==> config.mk <==
export PLATFORM = sky130hd
export DESIGN_NAME = ugbi_locate
export DESIGN_NICKNAME = d
export VERILOG_FILES = /design/src/design/ugbi_pkg.sv /design/src/design/ugbi_locate.sv
export SDC_FILE = /design/constraint.sdc
export NUM_CORES = 2
export LEC_CHECK = 0
export ABC_AREA = 0
export BUFFER_PORTS_ARGS = -buffer_cell sky130_fd_sc_hd__buf_2
export CAP_MARGIN = 20
export CORE_MARGIN = 1
export CORE_UTILIZATION = 40
export CTS_BUF_LIST = sky130_fd_sc_hd__clkbuf_2
export DETAILED_ROUTE_END_ITERATION = 10
export PLACE_DENSITY = 0.58
export SLEW_MARGIN = 30
export SYNTH_ARGS = -nofsm -noshare
export SYNTH_HDL_FRONTEND = slang
export SYNTH_SLANG_ARGS = --single-unit
==> constraint.sdc <==
create_clock -name clk -period 18.1 [get_ports clk]
set_clock_uncertainty 0.15 [all_clocks]
set_input_delay 2.715 -clock clk [delete_from_list [all_inputs] [get_ports clk]]
set_output_delay 2.715 -clock clk [all_outputs]
set_load 0.005 [all_outputs]
==> src/design/ugbi_pkg.sv <==
// Shared constants and types of the bilinear interpolator core.
// No dependencies.
`default_nettype none

package ugbi_pkg;

    localparam int FRAC_BITS  = 16;
    localparam int GRID_DEPTH = 4096;
    localparam int ADDR_W     = $clog2(GRID_DEPTH);
    localparam int BANK_AW    = ADDR_W - 1;
    localparam int PTS_W      = 13;
    localparam int IDX_W      = PTS_W;
    localparam int AFULL_W    = 2 * PTS_W + 1;
    localparam int PROD_W     = 64;
    localparam int CELL_W     = PROD_W - 2 * FRAC_BITS;
    localparam int LERP_W     = 33 + FRAC_BITS + 1;
    localparam int LATENCY    = 10;

    localparam logic [2:0] REG_X_LOWEST  = 3'd0;
    localparam logic [2:0] REG_X_HIGHEST = 3'd1;
    localparam logic [2:0] REG_Y_LOWEST  = 3'd2;
    localparam logic [2:0] REG_Y_HIGHEST = 3'd3;
    localparam logic [2:0] REG_X_RECIP   = 3'd4;
    localparam logic [2:0] REG_Y_RECIP   = 3'd5;
    localparam logic [2:0] REG_X_POINTS  = 3'd6;
    localparam logic [2:0] REG_Y_POINTS  = 3'd7;

    localparam logic KIND_WRITE = 1'b0;
    localparam logic KIND_QUERY = 1'b1;

    typedef struct packed {
        logic signed [31:0] lo;
        logic signed [31:0] hi;
        logic        [31:0] recip;
        logic [PTS_W-1:0]   points;
    } axis_cfg_t;

endpackage

`default_nettype wire

==> src/design/ugbi_locate.sv <==
// Per-axis cell locator: clamp, offset, scale by reciprocal step, saturate.
// Three register stages; depends on ugbi_pkg.
`default_nettype none

module ugbi_locate
    import ugbi_pkg::*;
(
    input  wire logic                  clk,
    input  wire logic signed [31:0]    coord,
    input  wire axis_cfg_t             cfg,
    output logic [IDX_W-1:0]           cell_idx,
    output logic [FRAC_BITS-1:0]       frac
);

    logic signed [32:0]     c_ext;
    logic signed [32:0]     lo_ext;
    logic signed [32:0]     hi_ext;
    logic signed [32:0]     c_sel;
    logic signed [33:0]     d_full;
    logic [31:0]            d_next;
    logic [31:0]            d_reg;
    logic [PROD_W-1:0]      prod_reg;
    logic [PTS_W-1:0]       n_pts;
    logic [PTS_W-1:0]       lim;
    logic [CELL_W-1:0]      cell_full;
    logic [IDX_W-1:0]       cell_idx_next;
    logic [FRAC_BITS-1:0]   frac_next;
    logic [IDX_W-1:0]       cell_idx_reg;
    logic [FRAC_BITS-1:0]   frac_reg;

    always_comb
    begin
        c_ext  = 33'(coord);
        lo_ext = 33'(cfg.lo);
        hi_ext = 33'(cfg.hi);
        if (c_ext >= hi_ext)
        begin
            c_sel = hi_ext - 33'sd1;
        end
        else if (c_ext <= lo_ext)
        begin
            c_sel = lo_ext;
        end
        else
        begin
            c_sel = c_ext;
        end
        d_full = 34'(c_sel) - 34'(lo_ext);
        d_next = d_full[33] ? 32'd0 : d_full[31:0];
    end

    always_comb
    begin
        n_pts     = (cfg.points < PTS_W'(2)) ? PTS_W'(2) : cfg.points;
        lim       = n_pts - PTS_W'(2);
        cell_full = prod_reg[PROD_W-1:2*FRAC_BITS];
        if (cell_full > CELL_W'(lim))
        begin
            cell_idx_next = lim;
            frac_next     = '1;
        end
        else
        begin
            cell_idx_next = cell_full[IDX_W-1:0];
            frac_next     = prod_reg[2*FRAC_BITS-1:FRAC_BITS];
        end
    end

    always_ff @(posedge clk)
    begin
        d_reg        <= d_next;
        prod_reg     <= PROD_W'(d_reg) * PROD_W'(cfg.recip);
        cell_idx_reg <= cell_idx_next;
        frac_reg     <= frac_next;
    end

    assign cell_idx = cell_idx_reg;
    assign frac     = frac_reg;

endmodule

`default_nettype wire

==> results.json <==
{
  "cts_resized": 0,
  "num_vias": 29691,
  "hpwl_um": 85800,
  "synth_nets": 5880,
  "hold_violations": 0,
  "synth_cells": 4470,
  "dieArea_mm2": 0.102,
  "yosysUniqueCellTypes": 70,
  "place_area_mm2": 0.0423,
  "die_w_um": 319,
  "max_stage_delay_ns": 0.63,
  "critPathBufInv": 3,
  "numCtsBuffers": 9,
  "timing.fmax_mhz": 96.6,
  "clk_root_buffer_cell": "clkbuf_2",
  "grt_max_degree": 66,
  "hold_ws_ns": 0.277,
  "area_delta_synth_final_pct": 5.28,
  "io_buffers": 170,
  "synth-seq-cells": 109,
  "hold_path_class": "reg -> reg",
  "ys_seq_area_frac": 0.0542,
  "max_slew.worst_pin.slew_ns": 0.911,
  "drtAntennaViolNets": 0,
  "grt_overflow": 0,
  "vias_per_cell": 5.14,
  "period_share": 0.572,
  "arrival_ns": 11.01,
  "final_cell_mix": "inv_1 (960), fa_1 (896), and2_1 (624)",
  "routed_wl_um": 111000,
  "period_minus_slack_ns": 10.35,
  "layout_commonest_cell": "inv_1",
  "cp_top_family": "adder cells",
  "drtPass1Iterations": 7,
  "clock_path_buffers": 2,
  "coreArea_mm2": 0.0999,
  "critical_path_required_ns": 18.76,
  "antenna_found_initial": 7,
  "rows": 116,
  "relSlewSlack": 0.393,
  "cp_max_fo": 32,
  "clk_latency_ns": 0.95,
  "critPathSlowestCell": "buf_2",
  "hold_buffers": 0,
  "syn-cell-area_mm2": 0.0403,
  "dp_cells": 5754,
  "htreeDepth": 3,
  "synthFlopType": "dfxtp_1",
  "status": "finished, final reports clean",
  "avgRoutedWirePerCell_um": 19.2,
  "grt_pass1_wl_um": 179000,
  "cts_setup_buffers": 0,
  "gp_congestion": 0.876,
  "pin_count": 171,
  "ys_warn_count": 0,
  "drc": 0,
  "drv_cap": 0,
  "synth-async-reset-ratio": 0,
  "slew_viol_final": 0,
  "largest_reg_flops": 48,
  "fin_nets": 5877,
  "critPathLaunchType": "primary input",
  "grt_pass1_vias": 31776,
  "grt_usage": 0.226,
  "die_h_um": 319,
  "crit_chain": "buf_2 -> and2_1 -> fa_1 -> fa_1 -> inv_1 -> fa_1 -> fa_1 -> inv_1 -> fa_1 -> fa_1 -> fa_1 -> fa_1 -> ha_1 -> nand4_1 -> nor4_1 -> a22oi_1 -> a21oi_2 -> a211oi_2 -> o31a_1 -> o21ai_1 -> a21oi_1 -> xnor2_1",
  "cp-end-kind": "flip-flop",
  "drt_iter0_markers": 1571,
  "layout-drive-gt1-share": 0.0593,
  "clk_pin_slew_ns": 0.41,
  "setup_violations": 0,
  "cts_tree": "built",
  "synth_edf_count": 0,
  "rsz0062_at_grt": "no",
  "crit_top_cell": "fa_1",
  "syn_area_per_cell_um2": 9.01,
  "final_cells": 5780,
  "crit_type": "in -> reg",
  "finalInstanceArea_mm2": 0.0424,
  "fin_tns_setup_ns": 0,
  "initial_core_util": 0.403,
  "cts_sinks": 109
}
==> cell usage after synthesis, drive strengths merged (22+ instances only) <==
master,number,area share
a21o,70,0.013
a21oi,124,0.015
a22oi,23,0.0043
and2,624,0.097
clkbuf,226,0.021
dfxtp,109,0.054
fa,896,0.45
ha,372,0.12
inv,962,0.090
nand2,472,0.044
nand2b,46,0.0071
nand3,25,0.0032
nand4,40,0.0062
nor2,74,0.0069
nor3,22,0.0027
o21ai,61,0.0077
xnor2,76,0.017
xor2,39,0.0085
==> cell families (layout without fill, tap and decap cells) <==
logic type / after synthesis / after routing / synth area share
AOI/OAI and AO/OA: 387 / 387 / 0.0625
xor gates and xnor gates: 115 / 115 / 0.0250
adders and majority gates: 1268 / 1268 / 0.561
buffers and inverters: 1191 / 1193 / 0.111
DFF: 109 / 109 / 0.0542
muxes: 23 / 23 / 0.00584
other: 0 / 10 / 0
and+or+nand+nor: 1377 / 1377 / 0.180
==> final cells by class <==
cell class / instances / area [um^2]
Clock buffer: 9 / 45.0
Fill cell: 9999 / 57500
Multi-Input combinational cell: 3170 / 33600
Timing Repair Buffer: 215 / 1190
Clock inverter: 7 / 75.1
Inverter: 962 / 3610
Sequential cell: 109 / 2190
Tap cell: 1298 / 1620
Antenna cell: 10 / 25.0
==> metal layers <==
layer / wire, um / share of wire / global-route usage
met1: 47600 / 0.43 / 0.297
met2: 55500 / 0.50 / 0.392
met3: 4950 / 0.045 / 0.0253
met4: 3130 / 0.028 / 0.0669
met5: 0 / 0 / 0
==> stage by stage <==
| step | util | setup slack [ns] |
|---|---|---|
| final | 0.425 | 7.75 |
| after global routing | 0.424 | 7.66 |
| after CTS | 0.424 | 7.97 |
| after detailed placement | 0.423 | 6.88 |
| after global placement | 0.423 | 6.51 |
| after floorplan | - | 8.50 |
==> path summary, 6_finish.rpt <==
path | start | endpoint | slack, ns | depth (start not counted)
setup / recovery | cfg[22] | prod_reg[63] | 7.75 | 22
hold / removal | prod_reg[21] | frac[5] | 0.28 | 1
setup reg to reg | d_reg[17] | prod_reg[63] | 8.96 | 22
hold reg to reg | prod_reg[21] | frac[5] | 0.28 | 1
==> worst reg2reg max path, delay by kind of cell, from the launching register on <==
kind / cells / cell delay, ns
fa+ha+maj: 9 / 4.43
compound gates: 6 / 1.75
simple gates: 3 / 1.21
flops: 1 / 0.78
buf+inv: 3 / 0.63
xor+xnor: 1 / 0.12
Power is not shown: default switching activity piles up to over one toggle a cycle in this logic, so the estimate is an artifact.
